### config.mk
export PLATFORM = sky130hd
export DESIGN_NAME = kch_window
export DESIGN_NICKNAME = d
export VERILOG_FILES = /design/src/rtl/core/kch_pkg.sv /design/src/rtl/core/kch_window.sv
export SDC_FILE = /design/constraint.sdc
export NUM_CORES = 1
export LEC_CHECK = 0
export BUFFER_PORTS_ARGS = -buffer_cell sky130_fd_sc_hd__buf_4
export CAP_MARGIN = 0
export CELL_PAD_IN_SITES_DETAIL_PLACEMENT = 2
export CELL_PAD_IN_SITES_GLOBAL_PLACEMENT = 2
export CORE_ASPECT_RATIO = 2
export CORE_UTILIZATION = 29
export CTS_BUF_LIST = sky130_fd_sc_hd__clkbuf_4 sky130_fd_sc_hd__clkbuf_8
export CTS_CLUSTER_DIAMETER = 100
export DETAILED_ROUTE_END_ITERATION = 7
export GPL_TIMING_DRIVEN = 0
export PLACE_DENSITY_LB_ADDON = 0.1
export SETUP_SLACK_MARGIN = 0.02
export SLEW_MARGIN = 20
export SYNTH_ARGS = -nofsm -noshare
export SYNTH_HDL_FRONTEND = slang
export SYNTH_SLANG_ARGS = --single-unit
export TNS_END_PERCENT = 100
### constraint.sdc
create_clock -name clk_i -period 3.05 [get_ports clk_i]
set_input_delay 0.4575 -clock clk_i [delete_from_list [all_inputs] [get_ports clk_i]]
set_output_delay 0.4575 -clock clk_i [all_outputs]
set_load 0.1 [all_outputs]
### src/rtl/core/kch_pkg.sv
// shared constants and types of the k-mer count histogram
`timescale 1ns / 1ps
`default_nettype none

package kch_pkg;

  localparam int unsigned MAX_K_DEF      = 8;
  localparam int unsigned COUNT_BITS_DEF = 32;

  localparam int unsigned ACTION_W = 2;
  localparam int unsigned CHAR_W   = 8;
  localparam int unsigned INDEX_W  = 16;
  localparam int unsigned VALUE_W  = 32;
  localparam int unsigned KLEN_W   = 4;
  localparam int unsigned RUN_W    = 4;

  localparam int unsigned APB_AW = 3;
  localparam int unsigned APB_DW = 32;
  localparam int unsigned REG_W  = APB_AW - 2;

  localparam logic [REG_W-1:0]  REG_KMER_LENGTH = '0;
  localparam logic [KLEN_W-1:0] KLEN_RST        = 4'd1;
  localparam logic [RUN_W-1:0]  RUN_MAX         = 4'hF;

  typedef enum logic [ACTION_W-1:0] {
    ACT_PUSH  = 2'd0,
    ACT_START = 2'd1,
    ACT_READ  = 2'd2
  } kch_action_e;

  // what the update stage does to the addressed counter
  typedef enum logic [1:0] {
    OP_NONE = 2'd0,
    OP_INC  = 2'd1,
    OP_CLR  = 2'd2
  } kch_op_e;

  typedef struct packed {
    logic    valid;
    kch_op_e op;
  } kch_req_t;

endpackage

`default_nettype wire

### src/rtl/core/kch_window.sv
// rolling k-mer window, base decode and counter address selection
`timescale 1ns / 1ps
`default_nettype none

module kch_window
  import kch_pkg::*;
#(
  parameter  int unsigned MAX_K = MAX_K_DEF,
  localparam int unsigned IDX_W = 2 * MAX_K
) (
  input  logic                clk_i,
  input  logic                rst_ni,
  input  logic                accept_i,
  input  logic [ACTION_W-1:0] action_i,
  input  logic [CHAR_W-1:0]   base_char_i,
  input  logic [INDEX_W-1:0]  read_index_i,
  input  logic [KLEN_W-1:0]   kmer_length_i,
  output kch_req_t            req_o,
  output logic [IDX_W-1:0]    addr_o
);

  logic [IDX_W-1:0] win_q, win_d;
  logic [IDX_W-1:0] shifted, kmask;
  logic [RUN_W-1:0] run_q, run_d, run_inc;
  logic             base_ok;
  logic [1:0]       base_code;
  logic             len_ok, hit;
  kch_op_e          op;

  always_comb begin
    base_ok   = 1'b1;
    base_code = 2'd0;
    case (base_char_i)
      "A", "a": base_code = 2'd0;
      "T", "t": base_code = 2'd1;
      "G", "g": base_code = 2'd2;
      "C", "c": base_code = 2'd3;
      default:  base_ok   = 1'b0;
    endcase
  end

  always_comb begin
    shifted = (win_q << 2) | IDX_W'(base_code);
    run_inc = (run_q == RUN_MAX) ? run_q : run_q + RUN_W'(1);
    // two mask bits per base of the configured length
    for (int b = 0; b < int'(IDX_W); b++) begin
      kmask[b] = ((b >> 1) < int'(kmer_length_i));
    end
    len_ok = (kmer_length_i != '0) && (int'(kmer_length_i) <= int'(MAX_K));
    hit    = len_ok && (run_inc >= kmer_length_i);

    win_d  = win_q;
    run_d  = run_q;
    op     = OP_NONE;
    addr_o = shifted & kmask;
    case (action_i)
      ACT_PUSH: begin
        if (base_ok) begin
          win_d = shifted;
          run_d = run_inc;
          if (hit) begin
            op = OP_INC;
          end
        end else begin
          win_d = '0;
          run_d = '0;
        end
      end
      ACT_START: begin
        win_d = '0;
        run_d = '0;
      end
      ACT_READ: begin
        op     = OP_CLR;
        addr_o = IDX_W'(read_index_i);
      end
      default: begin
        op = OP_NONE;
      end
    endcase
  end

  always_ff @(posedge clk_i or negedge rst_ni) begin
    if (!rst_ni) begin
      win_q <= '0;
      run_q <= '0;
    end else if (accept_i) begin
      win_q <= win_d;
      run_q <= run_d;
    end
  end

  assign req_o.valid = accept_i;
  assign req_o.op    = op;

endmodule

`default_nettype wire

==> run metrics, run 1 <==
max-slew violation count 0; top fanout value on the critical path 4; post-layout instance count excluding filler cells 243; transition time at the pin with the least slew margin 545 ps; Post-DRT Antenna Nets 0; post-synthesis average cell area 8.68 µm²; Die ar. 0.00441 mm²; post-cts sizing count 0; reported max-cap violation count 0; clock transition at the registers of the reported paths 70 ps; result of the run finished clean; Clock Latency Late Sink 250 ps; Req. time, crit path 2590 ps; total routing usage reported by global routing 22.8%; area share of the leading cell type in the synthesized netlist 37.6%; sink count of the clock tree 18; final cycle utilization of the critical path 94.1%; met1 capacity usage during global routing 20.9%; quantity of I/O buffers inserted on ports 50; number of rows created at floorplan 32; maximum root-to-sink buffer count 2; Warnings, synthesis 0; final design utilization 43.8%; Pwr per Cell Area 363 mW/mm²; via-per-instance ratio 5.30; layout filler cell count 483; Fin. Hold Viols 0; horizontal extent of the die 47.4 µm; nets in the synthesized netlist 176; Boundary Pins 52; total detailed-routing wirelength 4500 µm; met2 track utilization from global routing 44.5%; Root Buffer clkbuf_8; leak pwr 0.000846 µW; arrival time at the worst endpoint 2410 ps; total number of vias 1289; count of placed standard cells including taps 239; layout overhead on the synthesized area 41.9%; Max Clock Freq 0.348 GHz; CP Class flip-flop to output port; Hold-fix buffers, CTS 0; largest net degree at the start of global routing 19; proportion of layout cells with a drive suffix above 1 33.9%; post-placement worst setup slack 365 ps; number of storage elements in the synthesis netlist 18; final-report setup violation count 0; via count of the first global-routing pass 1452; worst hold-check path type primary input to asynchronous set/reset pin; number of antenna violations at the first check in global routing 0; Final GP Congestion 0.742; DRC violation total after the first TritonRoute iteration 12; Die Ht 92.9 µm; setup repair after global routing missed its margin false; worst-case headroom to the max-slew limit 63.7%; count of cell types in the netlist 31; proportion of synthesized chip area in sequential cells 37.6%; starting utilization of the core area 30.8%; sort of element at the start of the critical path flip-flop; post-CTS setup-driven buffer insertion count 0; placeable core region 0.00388 mm²; worst-case hold slack 60.6 ps; total CTS buffers 3; HPWL after detailed placement 3710 µm; cell area after synthesis 0.00120 mm²; type of element capturing the critical path output port; count of TritonRoute iterations in the first routing pass 3; cell count after synthesis 138; wire length of the first global-routing pass 7070 µm; Fin Setup TNS 0 ps; VDD IR-drop max 0.181 mV; number of nets in the finished design 231; aggregate global routing overflow 0; top cell type by total area after synthesis dfrtp_1; final critical-path required period 2870 ps; CTS H-tree lvls 1; Most Crowded Layer GR met2; DRC violation count after routing 0; DR WL/cell 18.5 µm; grt met3 use 1.95%; CTS tree yes; worst-case setup margin in the final layout 179 ps; largest cells by area after synthesis dfrtp_1 (38%), a22o_1 (14%), nand2_1 (8.5%), ha_1 (5.2%), o21ai_1 (3.8%); Clock Skew 5.24 ps; antenna cells 0
## kinds of logic (layout without fill, tap and decap cells)
logic type	Yosys count	in the layout	synth area share, %
xor+xnor	2	2	1.46
mux	1	1	0.940
fa+ha+maj	5	5	5.22
compound gates	43	43	26.1
flops	18	18	37.6
buf+inv	15	69	7.00
simple gates	54	54	21.6
## worst max-delay path: stages (launching register included)
cell and delay [ps]:
dfrtp_1 420, ha_2 240, nand3_1 130, mux2_1 390
ha_1 310, o21ai_0 100, a21oi_1 180, o211a_1 170
buf_6 220
## cell usage after synthesis (all sizes together)
library cell,instances
nand3,5
dfrtp,18
buf,3
a211oi,1
mux2,1
or4b,1
nand3b,1
a21oi,5
nor3,4
inv,7
clkbuf,5
nand2b,3
nor2b,1
xnor2,2
o211a,1
a21o,1
o31ai,4
nor4bb,1
o21ai,11
nor2,10
nand2,27
a2111o,1
and2,1
a22o,19
ha,5
## path summary, 6_finish.rpt
check,from,to,slack (ps),depth (start not counted)
min in group clk_i,win_q[11],win_q[13],550,1
max in group asynchronous,rst_ni,run_q[1],2790,1
worst min register to register,win_q[11],win_q[13],550,1
worst min-delay path,rst_ni,win_q[10],60,1
worst max-delay path,run_q[0],req_o[0],180,8
worst max register to register,run_q[0],run_q[1],1530,4
## flip-flops by register name, summed over array words and instances (netlist names)
name   flops
run_q      4
win_q     14
## power by group
group,total [µW],switching [µW],internal [µW],leakage [µW]
combinational,181,126,54.8,0.000566
clock,195,80.7,115,0.0000288
sequential,240,0.490,239,0.000252
total,616,208,408,0.000846
## per-stage QoR
step	instance area, µm²	total power [µW]
detailed placement	1640	426
floorplan	1200	355
global placement	1640	420
global route	1700	639
CTS	1690	621
finish	1700	616
## routing by layer
| layer | up-vias | part of all wire [%] | wire length [µm] |
|---|---|---|---|
| li1 | 599 | - | - |
| met2 | 37 | 62 | 2790 |
| met1 | 641 | 32 | 1430 |
| met5 | - | 0 | 0 |
| met3 | 12 | 2.2 | 97 |
| met4 | 0 | 3.9 | 176 |
## layout by cell type, fill, tap and decap left out, types with 2 or more instances in the layout
cell type  instances
nand2_1           27
inv_2              2
nand3_1            5
clkbuf_1           4
clkbuf_8           4
a22o_1            19
inv_1              5
nand2b_1           2
nor3_1             4
ha_1               4
xnor2_1            2
buf_4             50
buf_6              2
o21ai_1            9
dfrtp_1           18
o21ai_0            2
o31ai_1            4
a21oi_1            5
nor2_1             9
## cell type report
| type | instances | area [µm²] | share of cell area (%) |
|---|---|---|---|
| clock buffer | 4 | 55.1 | 3.24 |
| tap | 51 | 63.8 | 3.76 |
| inverter | 7 | 26.3 | 1.55 |
| sequential | 18 | 450 | 26.5 |
| timing repair buffer | 50 | 379 | 22.3 |
| buffer | 8 | 58.8 | 3.46 |
| multi-input combinational | 105 | 666 | 39.2 |
(Power assumes the default switching activity.)
==> run 2: changes to the inputs <==
Settings changed: CORE_ASPECT_RATIO 2 to 0.5.
==> run 2 against run 1 <==
  * Clock-buffer cell count did not move
  * Final cell count is 1.2% higher
  * Maximum frequency grew 1.4%
  * Register-to-register slack better by 20 ps
  * Combinational power about the same
  * Via count down 4.2%
  * Power is 0.16% lower
  * Hold slack better by 1.5 ps
  * Clock skew shrank 4.4 ps
  * Global-route usage is 3.7 points lower
  * First-iteration DRC count rose to 3.8 times the previous value
  * Critical path type unchanged
  * Critical endpoint unchanged
  * Largest cell class unchanged
  * Largest power group unchanged
  * Highest routed layer unchanged
==> run metrics, run 2 (synthesized netlist as in run 1, its figures left out) <==
area of all placed cells without fillers 0.00170 mm²; register ranked first by flip-flop count win_q; number of antenna violations at the first check in global routing 0; most frequent cells in the layout buf_4 (51), nand2_1 (27), a22o_1 (19); transition time at the pin with the least slew margin 522 ps; Clock Latency Late Sink 250 ps; total routing usage reported by global routing 19.1%; post-cts sizing count 0; Req. time, crit path 2590 ps; Final GP Congestion 0.740; total number of vias 1235; result of the run finished clean; maximum root-to-sink buffer count 2; wire length of the first global-routing pass 6370 µm; CTS tree yes; total CTS buffers 3; CTS H-tree lvls 1; DRC violation count after routing 0; Root Buffer clkbuf_8; final cycle utilization of the critical path 92.8%; Post-DRT Antenna Nets 0; commonest non-fill, non-tap cell in the layout buf_4; final critical-path required period 2830 ps; Fin. Hold Viols 0; VDD IR-drop max 0.131 mV; Pwr per Cell Area 362 mW/mm²; Die ar. 0.00441 mm²; final total power 615 µW; setup repair after global routing missed its margin false; Clock Skew 0.868 ps; reg-to-reg setup timing slack 1550 ps; proportion of layout cells with a drive suffix above 1 33.3%; sort of element at the start of the critical path flip-flop; combinational group share of total power 29.3%; leak pwr 0.000849 µW; switching power as a share of total power 33.6%; starting utilization of the core area 30.5%; quantity of I/O buffers inserted on ports 50; Max Clock Freq 0.353 GHz; registers with the most flip-flops win_q (14), run_q (4); largest net degree at the start of global routing 19; antenna cells 0; final-report setup violation count 0; post-CTS setup-driven buffer insertion count 0; arrival time at the worst endpoint 2370 ps; horizontal extent of the die 92.9 µm; aggregate global routing overflow 0; sw power 207 µW; flip-flop count of the largest register after layout 14; CP Class flip-flop to output port; Hold-fix buffers, CTS 0; DR WL/cell 16.2 µm; via-per-instance ratio 5.02; type of element capturing the critical path output port; count of TritonRoute iterations in the first routing pass 4; clock share of power 31.8%; reported max-cap violation count 0; worst hold-check path type primary input to asynchronous set/reset pin; via count of the first global-routing pass 1298; max-slew violation count 0; top fanout value on the critical path 4; number of rows created at floorplan 16; part of the total power dissipated in sequential elements 38.9%; placeable core region 0.00392 mm²; worst-case headroom to the max-slew limit 65.2%; HPWL after detailed placement 3230 µm; number of nets in the finished design 231; DRC violation total after the first TritonRoute iteration 46; clock transition at the registers of the reported paths 70 ps; layout overhead on the synthesized area 41.7%; total placed instance area 0.00164 mm²; Die Ht 47.4 µm; sink count of the clock tree 18; internal power summed over all cells 408 µW; Boundary Pins 52; total detailed-routing wirelength 3990 µm
==> run 2: cell counts in the layout (fill, tap and decap cells not counted) <==
No cell type changed its count.
==> run 2: per-stage QoR <==
step                      cells  worst slack, ps  util [%]  hold WS (ps)  setup TNS (ps)
final                       246              220      43.2          62.1               0
after global routing        246             35.9      43.2          68.6               0
after CTS                   246              202      43.2          63.7               0
after detailed placement    242              503      41.8           340               0
after global placement      242              528      41.8           337               0
after floorplan             138             -581         -           162           -1160
==> run 2: power by group through the flow <==
stage                     registers [µW]  logic (µW)  clock network (µW)
after CTS                            239         182                 201
final                                240         180                 195
after global routing                 239         192                 209
after floorplan                      244         111                   0
after global placement               244         178                   0
after detailed placement             244         181                   0
==> run 2: critical path, cell delays in order, from the launching register on <==
cell and delay (ps):
dfrtp_1 430, ha_1 260, nand3_1 130, mux2_1 370, ha_1 280, o21ai_0 70
a21oi_1 150, o211a_1 150, buf_4 280
==> run 2: metal layers <==
metal | GRT usage (%) | share of wire [%] | up-vias
li1 | - | - | 601
met1 | 25.1 | 46 | 599
met4 | 1.85 | 0.30 | 0
met3 | 3.81 | 3.9 | 2
met2 | 35.0 | 50 | 33
met5 | 0 | 0 | -
==> run 2: area by class of cell <==
type / instances / area [µm²]
clock buffer: 4 / 55.1
timing repair buffer: 50 / 375
buffer: 8 / 58.8
multi-input combinational: 105 / 663
fill: 457 / 2230
tap: 54 / 67.6
inverter: 7 / 26.3
sequential: 18 / 450
==> run 2: worst paths after layout <==
| kind | from | end | cells past startpoint |
|---|---|---|---|
| worst max-delay path | run_q[0] | req_o[0] | 8 |
| max in group asynchronous | rst_ni | win_q[2] | 1 |
| worst min-delay path | rst_ni | win_q[12] | 1 |
| worst max register to register | run_q[0] | run_q[1] | 4 |
| min in group clk_i | win_q[0] | win_q[0] | 2 |
| worst min register to register | win_q[0] | win_q[0] | 2 |
==> run 3: changes to the inputs <==
Clock period 3.05 ns to 3.4 ns, I/O delays scaled along.
==> run 3 against run 2 <==
  * Global-route usage grew 1.0 points
  * Wire length increased by 0.33%
  * Critical path type unchanged
  * Sequential share of layout area about the same
  * Clock skew up 0.74 ps
  * Non-clock buffer count stayed put
  * Cell area is essentially flat
  * Register-to-register slack better by 330 ps
  * Via count is 0.81% higher
  * Critical path depth stayed put
  * First-iteration DRC count down 46%
  * Clock-buffer cell count did not move
==> run metrics, run 3 (synthesized netlist as in run 1, its figures left out) <==
Clock Latency Late Sink 250 ps; DRC violation count after routing 0; reg-to-reg setup timing slack 1880 ps; arrival time at the worst endpoint 2400 ps; peak per-stage delay on the critical path 430 ps; transition time at the pin with the least slew margin 536 ps; worst-case setup margin in the final layout 492 ps; via count of the first global-routing pass 1258; sink count of the clock tree 18; Pwr per Cell Area 324 mW/mm²; final design utilization 43.2%; HPWL after detailed placement 3380 µm; Req. time, crit path 2890 ps; Die ar. 0.00441 mm²; worst hold-check path type primary input to asynchronous set/reset pin; DR WL/cell 16.3 µm; final-report setup violation count 0; aggregate global routing overflow 0; CTS H-tree lvls 1; CP Class flip-flop to output port; register ranked first by flip-flop count win_q; setup repair after global routing missed its margin false; Post-DRT Antenna Nets 0; proportion of layout cells with a drive suffix above 1 32.8%; wire length of the first global-routing pass 6450 µm; quantity of I/O buffers inserted on ports 50; final critical-path required period 2910 ps; Final GP Congestion 0.735; largest net degree at the start of global routing 19; post-placement worst setup slack 759 ps; top fanout value on the critical path 4; layout overhead on the synthesized area 41.6%; Fin. Hold Viols 0; critical-path cell with the highest stage delay dfrtp_1; post-CTS setup-driven buffer insertion count 0; reported max-cap violation count 0; final total power 549 µW; number of antenna violations at the first check in global routing 0; total number of vias 1245; worst-case headroom to the max-slew limit 64.2%; via-per-instance ratio 5.06; Boundary Pins 52; count of TritonRoute iterations in the first routing pass 3; most frequent cells in the layout buf_4 (51), nand2_1 (27), a22o_1 (19); VDD IR-drop max 0.124 mV; Max Clock Freq 0.344 GHz; Root Buffer clkbuf_8; DRC violation total after the first TritonRoute iteration 25; maximum root-to-sink buffer count 2; total CTS buffers 3; ordered cell list for the critical path ha_1 > nand3_1 > mux2_1 > ha_1 > o21ai_0 > a21oi_1 > o211a_1 > buf_4; max-slew violation count 0; sort of element at the start of the critical path flip-flop; clock transition at the registers of the reported paths 70 ps; result of the run finished clean; flip-flop count of the largest register after layout 14; Clock Skew 1.61 ps; final cycle utilization of the critical path 85.5%; placeable core region 0.00392 mm²; antenna cells 0; total detailed-routing wirelength 4010 µm; most used cell along the critical path ha_1; total routing usage reported by global routing 20.1%; starting utilization of the core area 30.5%; type of element capturing the critical path output port; registers with the most flip-flops win_q (14), run_q (4); Hold-fix buffers, CTS 0; horizontal extent of the die 92.9 µm; number of rows created at floorplan 16; Die Ht 47.4 µm; commonest non-fill, non-tap cell in the layout buf_4; total placed instance area 0.00164 mm²; number of nets in the finished design 231; area of all placed cells without fillers 0.00170 mm²; CTS tree yes; leak pwr 0.000845 µW; post-cts sizing count 0
run 3: path summary, 6_finish.rpt:
check / from / endpoint / depth (start not counted)
min in group clk_i: win_q[1] / win_q[3] / 1
hold / removal: rst_ni / win_q[13] / 1
setup / recovery: run_q[0] / req_o[0] / 8
hold reg to reg: win_q[1] / win_q[3] / 1
max in group asynchronous: rst_ni / win_q[12] / 1
setup reg to reg: run_q[0] / run_q[1] / 4
run 3: final cells by class:
cell class	instances	area [µm²]
Fill cell	454	2230
Multi-Input combinational cell	105	663
Sequential cell	18	450
Timing Repair Buffer	50	375
Tap cell	54	67.6
Buffer	8	57.6
Clock buffer	4	55.1
Inverter	7	26.3
run 3: metrics by stage:
step | hold slack [ps] | TNS, ps | cells
after floorplan | 214 | -672 | 138
after global placement | 389 | 0 | 242
after detailed placement | 388 | 0 | 242
after CTS | 111 | 0 | 246
after global routing | 123 | 0 | 246
final | 113 | 0 | 246
run 3: critical path, delay by kind of cell, from the launching register on:
kind                       cells  cell delay [ps]
muxes                          1              380
AOI/OAI and AO/OA              3              370
DFF                            1              430
adders and majority gates      2              550
buffers and inverters          1              280
and+or+nand+nor                1              140
run 3: layer usage:
layer	GRT usage, %	vias to the layer above	wire (µm)	share of wire (%)
li1	-	601	-	-
met1	25.8	621	1860	46
met2	36.6	19	1990	50
met3	3.33	4	108	2.7
met4	5.54	0	46	1.1
met5	0	-	0	0
run 3: power by group:
group | leakage [µW] | switching (µW) | internal, µW | total [µW]
clock network | 0.0000288 | 69.6 | 103 | 173
registers | 0.000252 | 0.436 | 215 | 215
logic | 0.000565 | 112 | 48.7 | 161
