**src/rtl/core/kch_pkg.sv**
```systemverilog
// shared constants and types of the k-mer count histogram
`timescale 1ns / 1ps
`default_nettype none

package kch_pkg;

  localparam int unsigned MAX_K_DEF      = 8;
  localparam int unsigned COUNT_BITS_DEF = 32;

  localparam int unsigned ACTION_W = 2;
  localparam int unsigned CHAR_W   = 8;
  localparam int unsigned INDEX_W  = 16;
  localparam int unsigned VALUE_W  = 32;
  localparam int unsigned KLEN_W   = 4;
  localparam int unsigned RUN_W    = 4;

  localparam int unsigned APB_AW = 3;
  localparam int unsigned APB_DW = 32;
  localparam int unsigned REG_W  = APB_AW - 2;

  localparam logic [REG_W-1:0]  REG_KMER_LENGTH = '0;
  localparam logic [KLEN_W-1:0] KLEN_RST        = 4'd1;
  localparam logic [RUN_W-1:0]  RUN_MAX         = 4'hF;

  typedef enum logic [ACTION_W-1:0] {
    ACT_PUSH  = 2'd0,
    ACT_START = 2'd1,
    ACT_READ  = 2'd2
  } kch_action_e;

  // what the update stage does to the addressed counter
  typedef enum logic [1:0] {
    OP_NONE = 2'd0,
    OP_INC  = 2'd1,
    OP_CLR  = 2'd2
  } kch_op_e;

  typedef struct packed {
    logic    valid;
    kch_op_e op;
  } kch_req_t;

endpackage

`default_nettype wire

```
**src/rtl/core/kch_update.sv**
```systemverilog
// counter read-modify-write stage with forwarding, clearing sweep and result register
`timescale 1ns / 1ps
`default_nettype none

module kch_update
  import kch_pkg::*;
#(
  parameter  int unsigned MAX_K      = MAX_K_DEF,
  parameter  int unsigned COUNT_BITS = COUNT_BITS_DEF,
  localparam int unsigned IDX_W      = 2 * MAX_K
) (
  input  logic                  clk_i,
  input  logic                  rst_ni,
  input  kch_req_t              req_i,
  input  logic [IDX_W-1:0]      addr_i,
  input  logic [COUNT_BITS-1:0] rdata_i,
  output logic                  we_o,
  output logic [IDX_W-1:0]      waddr_o,
  output logic [COUNT_BITS-1:0] wdata_o,
  output logic                  ready_o,
  output logic                  busy_o,
  output logic                  out_valid_o,
  input  logic                  out_ready_i,
  output logic                  counted_o,
  output logic [INDEX_W-1:0]    kmer_index_o,
  output logic [VALUE_W-1:0]    count_value_o
);

  typedef enum logic [1:0] {
    ST_CLEAR = 2'b01,
    ST_RUN   = 2'b10
  } kch_state_e;

  kch_state_e state_q, state_d;
  logic [IDX_W-1:0] clr_q, clr_d;

  logic                  s1_valid_q;
  kch_op_e               s1_op_q;
  logic [IDX_W-1:0]      s1_addr_q;

  logic                  fwd_valid_q;
  logic [IDX_W-1:0]      fwd_addr_q;
  logic [COUNT_BITS-1:0] fwd_data_q;

  logic                  out_valid_q;
  logic                  counted_q;
  logic [INDEX_W-1:0]    kidx_q;
  logic [VALUE_W-1:0]    cval_q;

  logic                  adv, s1_go, run_we;
  logic [COUNT_BITS-1:0] old_val, bumped;

  assign adv     = !out_valid_q || out_ready_i;
  assign s1_go   = s1_valid_q && adv;
  assign busy_o  = (state_q == ST_CLEAR);
  assign ready_o = (state_q == ST_RUN) && (!s1_valid_q || adv);

  // the ram read raced the previous write when the addresses match
  assign old_val = (fwd_valid_q && (fwd_addr_q == s1_addr_q)) ? fwd_data_q : rdata_i;
  assign bumped  = (old_val == '1) ? old_val : old_val + COUNT_BITS'(1);
  assign run_we  = s1_go && (s1_op_q != OP_NONE);

  always_comb begin
    state_d = state_q;
    clr_d   = clr_q;
    we_o    = run_we;
    waddr_o = s1_addr_q;
    wdata_o = (s1_op_q == OP_INC) ? bumped : '0;
    case (state_q)
      ST_CLEAR: begin
        we_o    = 1'b1;
        waddr_o = clr_q;
        wdata_o = '0;
        clr_d   = clr_q + IDX_W'(1);
        if (clr_q == '1) begin
          state_d = ST_RUN;
        end
      end
      ST_RUN: begin
        state_d = ST_RUN;
      end
      default: begin
        state_d = ST_CLEAR;
      end
    endcase
  end

  always_ff @(posedge clk_i or negedge rst_ni) begin
    if (!rst_ni) begin
      state_q     <= ST_CLEAR;
      clr_q       <= '0;
      s1_valid_q  <= 1'b0;
      out_valid_q <= 1'b0;
      fwd_valid_q <= 1'b0;
    end else begin
      state_q <= state_d;
      clr_q   <= clr_d;
      if (req_i.valid) begin
        s1_valid_q <= 1'b1;
      end else if (adv) begin
        s1_valid_q <= 1'b0;
      end
      if (adv) begin
        out_valid_q <= s1_valid_q;
      end
      if (run_we) begin
        fwd_valid_q <= 1'b1;
      end
    end
  end

  always_ff @(posedge clk_i) begin
    if (req_i.valid) begin
      s1_op_q   <= req_i.op;
      s1_addr_q <= addr_i;
    end
    if (run_we) begin
      fwd_addr_q <= s1_addr_q;
      fwd_data_q <= wdata_o;
    end
    if (s1_go) begin
      counted_q <= (s1_op_q == OP_INC);
      kidx_q    <= (s1_op_q == OP_INC) ? INDEX_W'(s1_addr_q) : '0;
      cval_q    <= (s1_op_q == OP_CLR) ? VALUE_W'(old_val) : '0;
    end
  end

  assign out_valid_o   = out_valid_q;
  assign counted_o     = counted_q;
  assign kmer_index_o  = kidx_q;
  assign count_value_o = cval_q;

endmodule

`default_nettype wire

```
**config.mk**
```make
export PLATFORM = sky130hd
export DESIGN_NAME = kch_update
export DESIGN_NICKNAME = d
export VERILOG_FILES = /design/src/rtl/core/kch_pkg.sv /design/src/rtl/core/kch_update.sv
export SDC_FILE = /design/constraint.sdc
export NUM_CORES = 1
export LEC_CHECK = 0
export ABC_CLOCK_PERIOD_IN_PS = 13000
export BUFFER_PORTS_ARGS = -buffer_cell sky130_fd_sc_hd__buf_2
export CAP_MARGIN = 10
export CELL_PAD_IN_SITES_DETAIL_PLACEMENT = 1
export CELL_PAD_IN_SITES_GLOBAL_PLACEMENT = 1
export CORE_AREA = 5 5 109 162
export CTS_CLUSTER_DIAMETER = 40
export DETAILED_ROUTE_END_ITERATION = 7
export DIE_AREA = 0 0 114 167
export GPL_ROUTABILITY_DRIVEN = 0
export GPL_TIMING_DRIVEN = 1
export PLACE_DENSITY_LB_ADDON = 0.12
export RECOVER_POWER = 50
export SLEW_MARGIN = 20
export SYNTH_ARGS = -nofsm -noshare
export SYNTH_HDL_FRONTEND = slang
export SYNTH_SLANG_ARGS = --single-unit
```
**constraint.sdc**
```tcl
create_clock -name clk_i -period 13 [get_ports clk_i]
set_clock_uncertainty 0.1 [all_clocks]
set_input_delay 2.6 -clock clk_i [delete_from_list [all_inputs] [get_ports clk_i]]
set_output_delay 2.6 -clock clk_i [all_outputs]
set_load 0.01 [all_outputs]
```
==> metrics.cfg, run 1 <==
[outcome]
outcome=finished with violations
failed_checks=max-capacitance violations, max-slew violations

[pwr]
clock_power_share_pct=43.6
powerDensity_nw_per_um2=127.7
p_int_mw=0.8236
comb_power_share_pct=8.1
p_sw_share_pct=24.61
p_total_mw=1.092
peakVddDrop_mv=0.07389
leakage_nw=3.276
switchingPower_mw=0.2688
pwr-share-seq_pct=48.3

[route]
wl_per_cell_um=21.52
drt-pass1-iter-count=4
remaining_drc_errors=0
drtAntennaViolNets=0
vias_per_cell=5.671
wirelength_um=21200
drtIter0Drc=272
num_vias=5586

[sta]
finalHoldViolCount=0
setup_viol=0
rsz0062_at_grt=false
fmax_mhz=112.1
slew_headroom_pct=-96.81
holdWs_ns=0.3928
setup-tns-final_ns=0
slew_viol_final=99
period_share_pct=68.61
min_period_ns=8.920
worstMarginPinSlew_ns=2.952
setup_ws_ns=4.080

[worst_setup_path]
cp_slowest_stage_delay_ns=2.07
critPathSlowestCell=clkbuf_1
cp_max_fo=50
crit_path_start_kind=input pin
endpoint_kind=output port
worstPathCellList=buf_2, nand2b_1, and2_2, clkbuf_1, o21ai_0, nand2b_1, buf_2
critical_path_class=in2out
critPathRequiredTime_ns=10.30
arrival_ns=6.22

[floorplan]
die_w_um=114
rows=57
coreArea_um2=16050
ios=155
fp.dieArea_um2=19040
die_h_um=167
initial_core_util_pct=43.96

[global_route]
grt_pass1_vias=6209
grt_max_degree=51
grtUsageTotal_pct=22.45
grt_pass1_wl_um=33200
grt_overflow=0
antenna_found_initial=0

[logic_synthesis]
seq_area_frac_synth_pct=56.42
synth_area_um2=7054
synthFlopType=edfxtp_1
synthCells=609
ys_seq_elements=136
synth_edf_count=115
synth_compound_area_share_pct=7.432
synth_fa_ha_area_share_pct=0.7095
synth_mux_area_share_pct=8.354
synth_top_family_by_area=simple AND/OR/NAND/NOR gates
synth_async_sr_flop_share_pct=15.44
yosys.area_share.simple_pct=19.92
avgSynthCellArea_um2=11.58
synth_cell_type_count=55
synth_nets=667
yosysWarnings=0
synth_xor_area_share_pct=5.090

[finish]
drive_gt1_share_pct=24.65
finalCoreUtilization_pct=53.29
final_nets=824
num-fill-cells=1803
regArea_um2=3980
mostFrequentLayoutCell=buf_2
diodes=0
final_cell_mix=buf_2, edfxtp_1, nor2_1
multi_input_area_um2=2915
synthToLayoutAreaGrowth_pct=21.23

[clock_network]
clock_sinks=136
htreeDepth=4
cts_hold_buf=0
post_cts_resized=0
cts_tree=done
cts_root_buf=clkbuf_16
clkLatencyLatePin_ns=0.42
clock_path_buffers=2
clkTransAtPathRegs_ns=0.06
cts_made_buffers=17
post-cts-setup-buffers=0

[job]
cap_violations=3

[place]
hpwl_um=15790
io_buffers=154
pre_cts_ws_ns=4.748

[worst_hold_path]
worstHoldPathType=reg2reg

-- state kept, by name, summed over array words and instances (netlist names), 2 cells and up --
name and flops:
count_value_o 32, state_q 2, s1_addr_q 16, s1_op_q 2, clr_q 16, fwd_addr_q 16, kmer_index_o 16, fwd_data_q 32
-- critical path: cells and delay by family --
family,cells,cell delay [ns]
AO/OA/AOI/OAI,1,0.75
AND/OR/NAND/NOR,3,0.55
buffers and inverters,3,2.31
-- power groups by stage --
| stage | clock network (mW) | logic [mW] | registers [mW] |
|---|---|---|---|
| after CTS | 0.487 | 0.0939 | 0.527 |
| after global placement | 0 | 0.0903 | 0.534 |
| after global routing | 0.507 | 0.0976 | 0.530 |
| final | 0.476 | 0.0886 | 0.527 |
| after detailed placement | 0 | 0.0933 | 0.535 |
| after floorplan | 0 | 0.0410 | 0.537 |
-- metal layers --
layer  wire length (um)  GRT usage (%)  vias to the layer above
li1                   -              -                     2596
met1               7424          23.66                     2785
met2              12170          42.78                      161
met3                998          3.956                       44
met4                608          9.251                        0
met5                  0              0                        -
-- synthesized netlist by cell type (all sizes together), types with 8 or more instances --
library cell	n	share of area, %
xnor2	24	3.0
mux2	23	3.7
nand2	41	2.2
edfxtp	115	49
and2	25	2.2
clkbuf	19	1.0
xor2	17	2.1
nor3	25	1.8
nor4	11	0.98
o21a	12	1.3
nand2b	13	1.2
a21oi	16	1.1
nor2	55	3.0
dfrtp	20	7.1
nand4	28	2.5
and4	8	0.99
inv	11	0.59
o21ai	10	0.71
a211oi	10	1.1
mux2i	33	4.7
nand3	23	1.6
-- per-stage QoR --
stage	std cells	area, um^2
global placement	953	8045
CTS	985	8626
floorplan	609	7054
global route	985	8552
detailed placement	953	8048
finish	985	8552
-- logic make-up (layout without fill, tap and decap cells) --
| logic type | count (synthesis) | in the layout |
|---|---|---|
| flops | 136 | 136 |
| fa+ha+maj | 4 | 4 |
| xor+xnor | 41 | 41 |
| mux | 56 | 56 |
| compound gates | 75 | 75 |
| buf+inv | 35 | 205 |
| simple gates | 262 | 262 |
-- layout make-up --
type,count,share of cell area [%]
Clock buffer,18,5.018
Clock inverter,14,1.741
Inverter,11,0.4828
Multi-Input combinational cell,438,34.09
Sequential cell,136,46.54
Tap cell,206,3.014
Timing Repair Buffer,162,9.115
-- path summary, 6_finish.rpt --
check | startpoint | to | slack (ns) | cells past startpoint
hold / removal | clr_q[12] | clr_q[12] | 0.39 | 1
max in group asynchronous | rst_ni | clr_q[6] | 9.77 | 1
setup / recovery | out_ready_i | we_o | 4.08 | 7
setup reg to reg | s1_addr_q[3] | fwd_data_q[19] | 7.52 | 15
min in group asynchronous | rst_ni | clr_q[10] | 2.31 | 1
hold reg to reg | clr_q[12] | clr_q[12] | 0.39 | 1
Power figures use the tool's default switching activity.
==> run 2: changes to the inputs <==
- ABC_CLOCK_PERIOD_IN_PS: 13000 -> 7230
- CORE_AREA: 5 5 109 162 -> 5 5 116 173
- DIE_AREA: 0 0 114 167 -> 0 0 121 178
- clock period: 13 -> 7.23 ns (I/O delays scaled with it)
==> metrics.cfg, run 2 (synthesized netlist as in run 1, its figures left out) <==
[clock_network]
post-cts-setup-buffers=0  ; unchanged
clkLatencyLatePin_ns=0.42  ; about the same
cts_tree=done  ; unchanged
cts_hold_buf=0  ; unchanged
post_cts_resized=0  ; unchanged
clock_sinks=136  ; unchanged
cts_root_buf=clkbuf_16  ; unchanged
htreeDepth=4  ; unchanged
clock_path_buffers=2  ; unchanged
cts_made_buffers=17  ; unchanged
clkTransAtPathRegs_ns=0.06  ; about the same

[worst_setup_path]
r2r_cells=6  ; was 15
rr_startpoint=out_valid_o  ; was s1_addr_q[3]
timing.reg2reg.setup_slack_ns=2.02  ; was 7.52 ns
cp_max_fo=12  ; was 50
crit_path_start_kind=register  ; was input pin
endpoint_kind=output port  ; unchanged
r2r-end=fwd_addr_q[0]  ; was fwd_data_q[19]
critical_path_class=reg2out  ; was in2out
critPathRequiredTime_ns=5.68  ; was 10.30 ns
arrival_ns=5.20  ; was 6.22 ns

[route]
num_vias=5510  ; was 5586
drt-pass1-iter-count=5  ; was 4
wirelength_um=22040  ; was 21200 um
drtAntennaViolNets=0  ; unchanged
drtIter0Drc=235  ; was 272
remaining_drc_errors=0  ; unchanged
wl_per_cell_um=21.35  ; was 21.52 um
vias_per_cell=5.339  ; was 5.671

[pwr]
powerDensity_nw_per_um2=225.7  ; was 127.7 nW/um^2
p_total_mw=1.945  ; was 1.092 mW
p_sw_share_pct=26.89  ; was 24.61%
pwr-share-seq_pct=48.7  ; was 48.3%
switchingPower_mw=0.5231  ; was 0.2688 mW
p_int_mw=1.422  ; was 0.8236 mW
peakVddDrop_mv=0.1574  ; was 0.07389 mV
comb_power_share_pct=8.3  ; was 8.1%
leakage_nw=3.245  ; was 3.276 nW
clock_power_share_pct=43.0  ; was 43.6%

[floorplan]
coreArea_um2=18390  ; was 16050 um^2
fp.dieArea_um2=21540  ; was 19040 um^2
initial_core_util_pct=38.35  ; was 43.96%
die_h_um=178  ; was 167 um
ios=155  ; unchanged
rows=61  ; was 57
die_w_um=121  ; was 114 um

[sta]
finalHoldViolCount=0  ; unchanged
slew_viol_final=51  ; was 99
setup_viol=0  ; unchanged
worstMarginPinSlew_ns=3.042  ; was 2.952 ns
setup_ws_ns=0.4851  ; was 4.080 ns
slew_headroom_pct=-102.8  ; was -96.81%
setup-tns-final_ns=0  ; unchanged
min_period_ns=6.745
period_share_pct=93.29
holdWs_ns=0.3977  ; was 0.3928 ns
fmax_mhz=148.3
rsz0062_at_grt=false  ; unchanged

[job]
cap_violations=1  ; was 3

[finish]
diodes=0  ; unchanged
mostFrequentLayoutCell=buf_2  ; unchanged
num-fill-cells=2050  ; was 1803
synthToLayoutAreaGrowth_pct=22.19  ; was 21.23%
drive_gt1_share_pct=25.26  ; was 24.65%
final_nets=825  ; was 824
final_cell_mix=buf_2, edfxtp_1, nor2_1  ; unchanged

[worst_hold_path]
holdPathEnd=clr_q[15]  ; was clr_q[12]
hold_start=clr_q[15]  ; was clr_q[12]
whs_path_depth=1  ; unchanged
worstHoldPathType=reg2reg  ; unchanged

[global_route]
antenna_found_initial=0  ; unchanged
grt_max_degree=51  ; unchanged
grtUsageTotal_pct=20.56  ; was 22.45%
grt_pass1_wl_um=33560  ; was 33200 um
grt_pass1_vias=6071  ; was 6209
grt_overflow=0  ; unchanged

[place]
pre_cts_ws_ns=0.9126  ; was 4.748 ns
io_buffers=154  ; unchanged
hpwl_um=16440  ; was 15790 um

[outcome]
failed_checks=max-capacitance violations, max-slew violations  ; unchanged
outcome=finished with violations  ; unchanged

-- run 2: cell types whose count changed in the layout (fill, tap and decap cells not counted), sizes merged --
cell,change
clkbuf,+3
clkinv,-6
bufinv,-2
buf,-3
clkinvlp,+4
inv,+5
-- run 2: per-stage QoR --
| stage | cell area (um^2) | instances | utilization (%) |
|---|---|---|---|
| 2_1_floorplan | 7054 | 609 | - |
| 3_3_place_gp | 8110 | 1000 | 44.09 |
| 3_5_place_dp | 8113 | 1000 | 44.11 |
| 4_1_cts | 8671 | 1032 | 47.14 |
| 5_1_grt | 8620 | 1032 | 46.86 |
| 6_report | 8620 | 1032 | 46.86 |
-- run 2: final cells by class --
cell class,count,area [um^2],share of cell area [%]
Clock buffer,17,425.4,4.935
Clock inverter,15,132.6,1.539
Inverter,11,41.29,0.4790
Multi-Input combinational cell,438,2938,34.08
Sequential cell,136,3980,46.18
Tap cell,252,315.3,3.658
Timing Repair Buffer,163,787.0,9.130
-- run 2: worst max-delay path by stage --
stage | startpoint | end | slack, ns | cells after the start
final | s1_addr_q[3] | wdata_o[20] | 0.49 | 16
after global routing | s1_addr_q[3] | wdata_o[25] | 0.13 | 16
after CTS | s1_addr_q[3] | wdata_o[20] | 0.46 | 16
after detailed placement | s1_addr_q[3] | wdata_o[20] | 0.91 | 16
after global placement | s1_addr_q[2] | wdata_o[20] | 1.11 | 15
after floorplan | s1_addr_q[6] | wdata_o[19] | 1.60 | 15
-- run 2: worst max-delay path, cell delays in order (launching register included) --
cell      delay, ns
edfxtp_1       0.43
xor2_1         0.20
or4_1          0.53
nor4_2         0.23
buf_4          0.24
nand2_1        0.24
mux2i_1        0.25
inv_1          0.10
ha_1           0.27
and3_1         0.29
nand2_1        0.15
o311ai_0       0.68
nor4_1         0.14
nor2_1         0.39
nor3_1         0.13
nor3b_1        0.31
buf_2          0.19
-- run 2: power by group through the flow --
stage	Sequential, mW	Clock, mW	Combinational [mW]
finish	0.948	0.835	0.162
global route	0.953	0.890	0.179
CTS	0.946	0.855	0.171
detailed placement	0.962	0	0.170
global placement	0.960	0	0.166
floorplan	0.965	0	0.0738
-- run 2: metal layers --
metal / vias up / share of wire, % / track usage, %
li1: 2600 / - / -
met1: 2734 / 36 / 20.95
met2: 141 / 57 / 40.66
met3: 35 / 4.2 / 4.093
met4: 0 / 2.3 / 7.278
met5: - / 0 / 0
==> run 3: changes to the inputs <==
- CORE_AREA: 5 5 116 173 -> 5 5 115 171
- CTS_BUF_LIST: unset -> sky130_fd_sc_hd__clkbuf_8
- DIE_AREA: 0 0 121 178 -> 0 0 120 176
==> metrics.cfg, run 3 (synthesized netlist as in run 1, its figures left out) <==
[outcome]
outcome=finished with violations  ; unchanged
failed_checks=max-capacitance violations, max-slew violations  ; unchanged

[route]
remaining_drc_errors=0  ; unchanged
drtIter0Drc=244  ; was 235
drtAntennaViolNets=0  ; unchanged
wirelength_um=21780  ; was 22040 um
wl_per_cell_um=21.84  ; was 21.35 um
vias_per_cell=5.587  ; was 5.339
num_vias=5570  ; was 5510
drt-pass1-iter-count=4  ; was 5

[clock_network]
clock_path_buffers=2  ; unchanged
post-cts-setup-buffers=0  ; unchanged
cts_made_buffers=17  ; unchanged
clkLatencyLatePin_ns=0.46  ; was 0.42 ns
clock_sinks=136  ; unchanged
post_cts_resized=0  ; unchanged
htreeDepth=4  ; unchanged
cts_tree=done  ; unchanged
cts_hold_buf=0  ; unchanged
clkTransAtPathRegs_ns=0.07  ; was 0.06 ns
cts_root_buf=clkbuf_8  ; was clkbuf_16

[worst_setup_path]
critPathTopFamily=simple AND/OR/NAND/NOR gates  ; unchanged
crit_buf_inv=3  ; unchanged
critical_path.most_common_cell=nand2_1  ; unchanged
critPathSlowestCell=o311ai_0  ; unchanged
endpoint_kind=output port  ; unchanged
crit_path_start_kind=register  ; unchanged
worstPathCellList=xor2_1, or4_1, nor4_2, buf_4, nand2_1, mux2i_1, inv_1, ha_1, and3_1, nand2_1, o311ai_0, nor4_1, nor2_1, nor3_1, nor3b_1, buf_2  ; unchanged
arrival_ns=5.31  ; was 5.20 ns
cp_max_fo=12  ; unchanged
cp_slowest_stage_delay_ns=0.73  ; was 0.68 ns
critical_path_class=reg2out  ; unchanged
critPathRequiredTime_ns=5.68  ; about the same

[job]
cap_violations=1  ; unchanged

[floorplan]
initial_core_util_pct=39.32  ; was 38.35%
die_h_um=176  ; was 178 um
fp.dieArea_um2=21120  ; was 21540 um^2
rows=60  ; was 61
die_w_um=120  ; was 121 um
coreArea_um2=17940  ; was 18390 um^2
ios=155  ; unchanged

[place]
io_buffers=154  ; unchanged
hpwl_um=16490  ; was 16440 um

[worst_hold_path]
worstHoldPathType=reg2reg  ; unchanged

[global_route]
grt_pass1_wl_um=33870  ; was 33560 um
use_met1_pct=20.90  ; was 20.95%
use_met3_pct=4.455  ; was 4.093%
busiest_layer=met2  ; unchanged
grtUsageTotal_pct=20.75  ; was 20.56%
grt_pass1_vias=6163  ; was 6071
antenna_found_initial=0  ; unchanged
grt_overflow=0  ; unchanged
use_met2_pct=40.65  ; was 40.66%
grt_max_degree=51  ; unchanged

[sta]
min_period_ns=6.853  ; was 6.745 ns
finalHoldViolCount=0  ; unchanged
rsz0062_at_grt=false  ; unchanged
slew_viol_final=51  ; unchanged
slew_headroom_pct=-94.50  ; was -102.8%
setup_viol=0  ; unchanged
fmax_mhz=145.9  ; was 148.3 MHz
setup-tns-final_ns=0  ; unchanged
worstMarginPinSlew_ns=2.918  ; was 3.042 ns
period_share_pct=94.79  ; was 93.29%

[finish]
final_cell_mix=buf_2, edfxtp_1, nor2_1  ; unchanged
diodes=0  ; unchanged
final_nets=825  ; unchanged
drive_gt1_share_pct=25.00  ; was 25.26%
mostFrequentLayoutCell=buf_2  ; unchanged
synthToLayoutAreaGrowth_pct=19.23  ; was 22.19%

[pwr]
comb_power_share_pct=9.2  ; was 8.3%
powerDensity_nw_per_um2=206.8  ; was 225.7 nW/um^2
p_int_mw=1.291  ; was 1.422 mW
p_total_mw=1.739  ; was 1.945 mW
peakVddDrop_mv=0.1266  ; was 0.1574 mV
p_sw_share_pct=25.79  ; was 26.89%
pwr-share-seq_pct=54.5  ; was 48.7%
switchingPower_mw=0.4485  ; was 0.5231 mW
leakage_nw=3.181  ; was 3.245 nW
clock_power_share_pct=36.3  ; was 43.0%

run 3: worst register-to-register path, delay by kind of cell, from the launching register on:
family	cells	cell delay, ns
buffers and inverters	3	3.32
AO/OA/AOI/OAI	1	0.75
flip-flops	1	0.40
AND/OR/NAND/NOR	2	0.24
run 3: cell type report:
| cell class | count | area [um^2] |
|---|---|---|
| Fill cell | 2058 | 9532 |
| Sequential cell | 136 | 3980 |
| Multi-Input combinational cell | 438 | 2938 |
| Timing Repair Buffer | 163 | 789.5 |
| Tap cell | 217 | 271.5 |
| Clock buffer | 19 | 261.5 |
| Clock inverter | 13 | 128.9 |
| Inverter | 11 | 41.29 |
run 3: stage by stage:
stage	area [um^2]	std cells	utilization, %	hold WS, ns	setup WS (ns)
after detailed placement	8069	965	44.97	0.3835	0.9322
after global placement	8066	965	44.96	0.3766	1.134
after global routing	8411	997	46.88	0.4173	0.07323
final	8411	997	46.88	0.3954	0.3767
after floorplan	7054	609	-	0.3485	1.604
after CTS	8459	997	47.15	0.3963	0.4118
run 3: final timing paths:
path | startpoint | to | slack (ns) | cells after the start
hold reg to reg | clr_q[15] | clr_q[15] | 0.40 | 1
min in group asynchronous | rst_ni | clr_q[14] | 1.15 | 1
max in group asynchronous | rst_ni | clr_q[15] | 5.11 | 1
setup reg to reg | out_valid_o | fwd_addr_q[1] | 2.06 | 6
setup / recovery | s1_addr_q[6] | wdata_o[20] | 0.38 | 16
hold / removal | clr_q[15] | clr_q[15] | 0.40 | 1
run 3: routing by layer:
layer	vias to the layer above	part of all wire, %
met5	-	0
met3	41	4.5
li1	2594	-
met2	146	57
met1	2789	35
met4	0	2.9
run 3: power by group through the flow:
stage | clock network, mW | logic [mW] | registers (mW)
after CTS | 0.649 | 0.168 | 0.947
after detailed placement | 0 | 0.168 | 0.964
after global routing | 0.686 | 0.176 | 0.954
after floorplan | 0 | 0.0738 | 0.965
final | 0.631 | 0.161 | 0.948
after global placement | 0 | 0.164 | 0.961
